<file path="config.mk">
export PLATFORM = sky130hd
export DESIGN_NAME = utc_timestamp_validator
export DESIGN_NICKNAME = d
export VERILOG_FILES = /design/src/hw/rtl/utv_pkg.sv /design/src/hw/rtl/utv_check.sv /design/src/hw/rtl/utc_timestamp_validator.sv
export SDC_FILE = /design/constraint.sdc
export NUM_CORES = 1
export LEC_CHECK = 0
export ABC_CLOCK_PERIOD_IN_PS = 4500
export BUFFER_PORTS_ARGS = -buffer_cell sky130_fd_sc_hd__buf_2
export CAP_MARGIN = 25
export CORE_ASPECT_RATIO = 1.2
export CORE_MARGIN = 2
export CORE_UTILIZATION = 60
export CTS_CLUSTER_DIAMETER = 80
export CTS_CLUSTER_SIZE = 40
export DETAILED_ROUTE_END_ITERATION = 6
export PLACE_DENSITY = 0.8
export SYNTH_ARGS = -nofsm -noshare
export SYNTH_HDL_FRONTEND = slang
export SYNTH_SLANG_ARGS = --single-unit
</file>
<file path="constraint.sdc">
create_clock -name clk -period 4.5 [get_ports clk]
set_input_delay 0.9 -clock clk [delete_from_list [all_inputs] [get_ports clk]]
set_output_delay 0.9 -clock clk [all_outputs]
set_load 0.02 [all_outputs]
</file>
<file path="src/hw/rtl/utv_pkg.sv">
package utv_pkg;

  typedef struct packed {
    logic [7:0] char_code;
    logic       last_char;
  } utv_item_t;

  localparam logic [4:0] TS_LENGTH      = 5'd20;
  localparam logic [4:0] POS_SAT        = 5'd21;
  localparam logic [4:0] POS_YEAR_HI    = 5'd1;
  localparam logic [4:0] POS_YEAR_TENS  = 5'd2;
  localparam logic [4:0] POS_YEAR_LAST  = 5'd3;
  localparam logic [4:0] POS_DASH_MONTH = 5'd4;
  localparam logic [4:0] POS_MONTH_HI   = 5'd5;
  localparam logic [4:0] POS_MONTH_LO   = 5'd6;
  localparam logic [4:0] POS_DASH_DAY   = 5'd7;
  localparam logic [4:0] POS_DAY_HI     = 5'd8;
  localparam logic [4:0] POS_DAY_LO     = 5'd9;
  localparam logic [4:0] POS_TEE        = 5'd10;
  localparam logic [4:0] POS_HOUR_HI    = 5'd11;
  localparam logic [4:0] POS_HOUR_LO    = 5'd12;
  localparam logic [4:0] POS_COLON_MIN  = 5'd13;
  localparam logic [4:0] POS_MIN_HI     = 5'd14;
  localparam logic [4:0] POS_COLON_SEC  = 5'd16;
  localparam logic [4:0] POS_SEC_HI     = 5'd17;
  localparam logic [4:0] POS_ZULU       = 5'd19;

  localparam logic [7:0] CHAR_ZERO  = 8'h30;
  localparam logic [7:0] CHAR_NINE  = 8'h39;
  localparam logic [7:0] CHAR_DASH  = 8'h2D;
  localparam logic [7:0] CHAR_COLON = 8'h3A;
  localparam logic [7:0] CHAR_TEE   = 8'h54;
  localparam logic [7:0] CHAR_ZULU  = 8'h5A;

  localparam logic [13:0] MIN_YEAR  = 14'd2000;
  localparam logic [6:0]  MAX_HOUR  = 7'd23;
  localparam logic [6:0]  MAX_MINSEC = 7'd59;
  localparam logic [6:0]  MONTH_FEB = 7'd2;
  localparam logic [6:0]  MONTH_DEC = 7'd12;
  localparam logic [4:0]  LEAP_FEB_DAYS = 5'd29;

  function automatic logic [4:0] days_in_month(input logic [3:0] month);
    logic [4:0] days;
    case (month)
      4'd2:                      days = 5'd28;
      4'd4, 4'd6, 4'd9, 4'd11:   days = 5'd30;
      default:                   days = 5'd31;
    endcase
    return days;
  endfunction

endpackage

</file>
<file path="src/hw/rtl/utv_check.sv">
module utv_check import utv_pkg::*; (
  input  logic      clk,
  input  logic      rst,
  input  utv_item_t item,
  input  logic      advance,
  output logic      result
);

  logic [4:0]  char_position, char_position_next;
  logic        failed_flag;
  logic [13:0] year_value, year_value_next;
  logic [6:0]  digit_pair_value, digit_pair_value_next;
  logic [6:0]  month_value, month_value_next;
  logic [1:0]  year_mod4, year_mod4_next;
  logic [1:0]  century_mod4, century_mod4_next;
  logic        tens_zero, tens_zero_next;
  logic        leap, leap_next;

  logic        is_digit;
  logic [3:0]  digit;
  logic [13:0] year_calc;
  logic [6:0]  pair_calc;
  logic [4:0]  max_day;
  logic        month_ok;
  logic        fail;

  always_comb begin
    is_digit = (item.char_code >= CHAR_ZERO) && (item.char_code <= CHAR_NINE);
    digit    = is_digit ? 4'(item.char_code - CHAR_ZERO) : 4'd0;
    // times ten as shift and add
    year_calc = 14'({1'b0, year_value, 3'b000} + {3'b000, year_value, 1'b0}
                    + 18'(digit));
    pair_calc = 7'({1'b0, digit_pair_value, 3'b000} + {3'b000, digit_pair_value, 1'b0}
                   + 11'(digit));
    month_ok  = (month_value >= 7'd1) && (month_value <= MONTH_DEC);
    max_day   = (month_value == MONTH_FEB && leap) ? LEAP_FEB_DAYS
                                                   : days_in_month(month_value[3:0]);

    year_value_next       = year_value;
    digit_pair_value_next = digit_pair_value;
    month_value_next      = month_value;
    year_mod4_next        = year_mod4;
    century_mod4_next     = century_mod4;
    tens_zero_next        = tens_zero;
    leap_next             = leap;
    fail                  = 1'b0;

    if (char_position >= TS_LENGTH) begin
      fail = 1'b1;
    end else begin
      case (char_position) inside
        POS_DASH_MONTH, POS_DASH_DAY: fail = (item.char_code != CHAR_DASH);
        POS_TEE:                      fail = (item.char_code != CHAR_TEE);
        POS_COLON_MIN, POS_COLON_SEC: fail = (item.char_code != CHAR_COLON);
        POS_ZULU:                     fail = (item.char_code != CHAR_ZULU);
        [5'd0:POS_YEAR_LAST]: begin
          fail = !is_digit;
          year_value_next = year_calc;
          // (10y + d) mod 4 = (2y + d) mod 4
          year_mod4_next = 2'({year_mod4[0], 1'b0} + digit[1:0]);
          if (char_position == POS_YEAR_HI) begin
            century_mod4_next = year_mod4_next;
          end
          if (char_position == POS_YEAR_TENS) begin
            tens_zero_next = (digit == 4'd0);
          end
          if (char_position == POS_YEAR_LAST) begin
            if (year_calc < MIN_YEAR) begin
              fail = 1'b1;
            end
            if (tens_zero && digit == 4'd0) begin
              leap_next = (century_mod4 == 2'd0);
            end else begin
              leap_next = (year_mod4_next == 2'd0);
            end
          end
        end
        POS_MONTH_HI, POS_DAY_HI, POS_HOUR_HI, POS_MIN_HI, POS_SEC_HI: begin
          fail = !is_digit;
          digit_pair_value_next = 7'(digit);
        end
        default: begin
          fail = !is_digit;
          digit_pair_value_next = pair_calc;
          case (char_position)
            POS_MONTH_LO: begin
              month_value_next = pair_calc;
              if (pair_calc < 7'd1 || pair_calc > MONTH_DEC) begin
                fail = 1'b1;
              end
            end
            POS_DAY_LO: begin
              if (!month_ok || pair_calc < 7'd1 || pair_calc > {2'b00, max_day}) begin
                fail = 1'b1;
              end
            end
            POS_HOUR_LO: begin
              if (pair_calc > MAX_HOUR) begin
                fail = 1'b1;
              end
            end
            default: begin
              if (pair_calc > MAX_MINSEC) begin
                fail = 1'b1;
              end
            end
          endcase
        end
      endcase
    end

    char_position_next = (char_position < POS_SAT) ? char_position + 5'd1 : char_position;
    result = !(failed_flag || fail) && (char_position == POS_ZULU);
  end

  always_ff @(posedge clk) begin
    if (rst || (advance && item.last_char)) begin
      char_position    <= '0;
      failed_flag      <= 1'b0;
      year_value       <= '0;
      digit_pair_value <= '0;
      month_value      <= '0;
      year_mod4        <= '0;
      century_mod4     <= '0;
      tens_zero        <= 1'b0;
      leap             <= 1'b0;
    end else if (advance) begin
      char_position    <= char_position_next;
      failed_flag      <= failed_flag | fail;
      year_value       <= year_value_next;
      digit_pair_value <= digit_pair_value_next;
      month_value      <= month_value_next;
      year_mod4        <= year_mod4_next;
      century_mod4     <= century_mod4_next;
      tens_zero        <= tens_zero_next;
      leap             <= leap_next;
    end
  end

endmodule

</file>
<file path="src/hw/rtl/utc_timestamp_validator.sv">
// channel  | direction | handshake                 | payload
// ---------+-----------+---------------------------+---------------------------
// char     | in        | char_valid / char_stall   | char_code[7:0], last_char
// result   | out       | result_valid / result_stall | timestamp_valid
//
// one character per cycle while char_stall is low; the character check sits
// between the input register and the result register, so result_valid rises
// once its last character has passed through both registers.
// rst clears the position counter, the flags and both valid bits.
// char_stall rises only when a last character waits on a full, stalled
// result register; other characters keep flowing.
module utc_timestamp_validator import utv_pkg::*; (
  input  logic       clk,
  input  logic       rst,
  input  logic       char_valid,
  output logic       char_stall,
  input  logic [7:0] char_code,
  input  logic       last_char,
  output logic       result_valid,
  input  logic       result_stall,
  output logic       timestamp_valid
);

  logic      in_valid;
  utv_item_t in_item;
  logic      out_free;
  logic      advance;
  logic      check_result;

  assign out_free   = !result_valid || !result_stall;
  assign advance    = in_valid && (!in_item.last_char || out_free);
  assign char_stall = in_valid && !advance;

  always_ff @(posedge clk) begin
    if (rst) begin
      in_valid <= 1'b0;
    end else if (!char_stall) begin
      in_valid <= char_valid;
    end
  end

  always_ff @(posedge clk) begin
    if (!char_stall) begin
      in_item.char_code <= char_code;
      in_item.last_char <= last_char;
    end
  end

  utv_check u_check (
    .clk     (clk),
    .rst     (rst),
    .item    (in_item),
    .advance (advance),
    .result  (check_result)
  );

  always_ff @(posedge clk) begin
    if (rst) begin
      result_valid <= 1'b0;
    end else if (out_free) begin
      result_valid <= advance && in_item.last_char;
    end
  end

  always_ff @(posedge clk) begin
    if (out_free) begin
      timestamp_valid <= check_result;
    end
  end

endmodule

</file>
==> out/qor.txt <==
Hold_buf cts - 0
Routability Congestion - 0.868
Met2 GRT Util - 0.394
HPWL after DPL - 5460 um
Crit-path max FO - 7
Worst Clk Skew - 12.3 ps
LEAKAGE - 0.00175 uW
Via Count - 2837
Row count - 30
Sequential area share after synthesis - 0.304
Antenna Cells - 0
RR Endpoint - timestamp_valid
# Post-CTS Setup Buffers - 0
I/O Buffers - 15
Tcrit/Tclk final - 0.882
Yosys reg bits - 48
Asr flop ratio synth - 0
Peak supply drop - 0.234 mV
Total Wirelength - 7210 um
Antenna violations before repair - 0
CTS tree - built
GRT Max-Usage Layer - met2
Clock-pin transition on the worst setup and hold timing paths - 100 ps
Library cells used by synthesis - 68
Largest net degree at the start of global routing - 20
Max_cap viols - 0
M1 GR Usage - 0.308
Post-Place Setup Slack - 548 ps
P per Cell Area - 230 nW/um^2
Internal reg-to-reg setup slack - 530 ps
Top cells by area, synth - dfxtp_1 22%, ha_1 14%, edfxtp_1 8.6%, mux2i_1 7.5%, nor2_1 5.2%
Post-Place Cells - 441
WL/cell - 16.1 um
CP Launch Point - in_item[7]
Max-slew headroom - 0.465
GRT met3 Usage - 0.0394
Top-count cell post-synth - nor2_1
First-pass DRT Iterations - 4
Die X-Extent - 73.6 um
Synth warn - 0
Final setup margin - 529 ps
CTS max path bufs - 2
Multi-input gate area - 2280 um^2
R2r startpoint - in_item[7]
Clock buffers created by TritonCTS - 5
Number of synthesized flops with an enable pin - 10
CP Capture Type - register
Mapped Cells - 378
Placed Area - 3540 um^2
DR vias/cell - 6.32
Die ar. - 6440 um^2
Synth Area per Inst - 9.22 um^2
Post-synth top area share - 0.218
Global-route wire length before repair - 12200 um
Hold Crit Class - register to register
Count of endpoints failing setup in the final report - 0
Mapped Nets - 431
FMAX - 252 MHz
Initial core utilization - 0.619
Register area - 1060 um^2
# fillers - 476
Status - finished, final reports clean
CP endpoint - timestamp_valid
CP Launch Type - register
H-Tree Depth - 2
Layout cell share with drive strength beyond 1 - 0.0883
Post-route insts no fill - 449
DRC - 0
Overflow after GRT - 0
Ys flop type - dfxtp_1
RSZ-0062 raised after global routing - false
Design area - 3660 um^2
Vias in the first global route - 2664
Layout area overhead - 4.95%
Nets - 437
Yosys top cell by area - dfxtp_1
Type of the worst setup path - register to register
Final min period - 3970 ps
GRT Util Overall - 0.240
Die H - 87.5 um
Worst-skew pair later-pin latency - 320 ps
CP Data Required Time - 4560 ps
Slew at the pin closest to its max-slew limit - 803 ps
CTS sink cnt - 48
Post-route setup TNS - 0 ps
Cts repair resizes - 0
Core Region - 5630 um^2
Post-route ant nets - 0
FF-to-FF path depth - 13
Core Util, Final - 0.650
Arrival time worst endpoint - 4030 ps
Root buffer cell - clkbuf_8
Drt first-iter violations - 94
Synth Cell Area - 3490 um^2
Final Hold Fails - 0
Synth top cells by count - 48 x nor2_1, 38 x dfxtp_1, 38 x ha_1, 26 x mux2i_1, 20 x nand2_1
Pins Over Slew Limit - 0
Num ports - 16
-- kinds of logic after synthesis --
| kind of cell | after synthesis | synth area share |
|---|---|---|
| AND/OR/NAND/NOR | 126 | 0.191 |
| AO/OA/AOI/OAI | 89 | 0.185 |
| flip-flops | 48 | 0.304 |
| adder cells (fa/ha/maj) | 40 | 0.148 |
| multiplexers | 29 | 0.0843 |
| buffers and inverters | 28 | 0.0424 |
| XOR/XNOR | 18 | 0.0452 |
-- metrics by stage --
stage	hold WS, ps	power [uW]
floorplan	449	503
global placement	461	515
detailed placement	475	517
CTS	490	845
global route	503	869
finish	490	840
-- flip-flops by register name (all words and copies together) (netlist names) --
register	flops
u_check.digit_pair_value	6
u_check.year_value	13
in_item	9
in_valid	1
u_check.leap	1
u_check.char_position	5
u_check.failed_flag	1
result_valid	1
u_check.century_mod4	2
u_check.tens_zero	1
timestamp_valid	1
u_check.month_value	7
-- layer usage --
layer,share of wire,up-vias
met2,0.48,68
met1,0.45,1336
li1,-,1411
met3,0.037,22
met4,0.033,0
met5,0,-
-- final cells by class --
class                      count  area share
sequential                    48       0.290
clock buffer                   5      0.0188
inverter                      11      0.0113
tap                           64      0.0219
timing repair buffer          16      0.0226
multi-input combinational    302       0.622
clock inverter                 3      0.0130
-- worst min path at each step --
stage	start	endpoint	slack [ps]	cells past startpoint
3_5_place_dp	u_check.digit_pair_value[4]	u_check.digit_pair_value[4]	480	2
4_1_cts	u_check.digit_pair_value[4]	u_check.digit_pair_value[4]	490	2
5_1_grt	u_check.digit_pair_value[4]	u_check.digit_pair_value[4]	500	2
2_1_floorplan	u_check.digit_pair_value[4]	u_check.digit_pair_value[4]	450	2
3_3_place_gp	u_check.digit_pair_value[4]	u_check.digit_pair_value[4]	460	2
6_report	u_check.digit_pair_value[4]	u_check.digit_pair_value[4]	490	2
-- worst max-delay path, stage by stage, from the launching register on --
cell and delay, ps:
edfxtp_1 410, nor2b_1 220, and3_1 300, and2_1 300
xor2_1 200, ha_1 290, fa_1 480, a211oi_1 330
o21ai_1 140, a21oi_1 180, o21ai_0 170, xor2_1 190
a2111oi_0 380, a211oi_1 130
-- placed cells by master (no fill, tap or decap), types with 3 or more instances in the layout --
cell,count
nor2_1,48
ha_1,38
dfxtp_1,38
mux2i_1,26
nand2_1,20
a21oi_1,19
buf_2,15
a21o_1,12
inv_1,11
a211oi_1,10
xnor2_1,10
edfxtp_1,10
o21ai_0,8
xor2_1,8
nand4_1,7
nor3_1,7
and2_1,5
o21a_1,5
nor3b_1,5
nand2b_1,5
clkbuf_8,5
nor2b_1,4
nand3_1,4
and4b_1,3
a31oi_1,3
nand3b_1,3
mux2_2,3
-- power by group --
| part | internal (uW) | total [uW] | switching (uW) |
|---|---|---|---|
| logic | 22.1 | 53.5 | 31.4 |
| registers | 446 | 454 | 8.14 |
| clock network | 168 | 332 | 164 |
| total | 636 | 840 | 204 |
No activity file was read; power rests on OpenSTA's default activity.
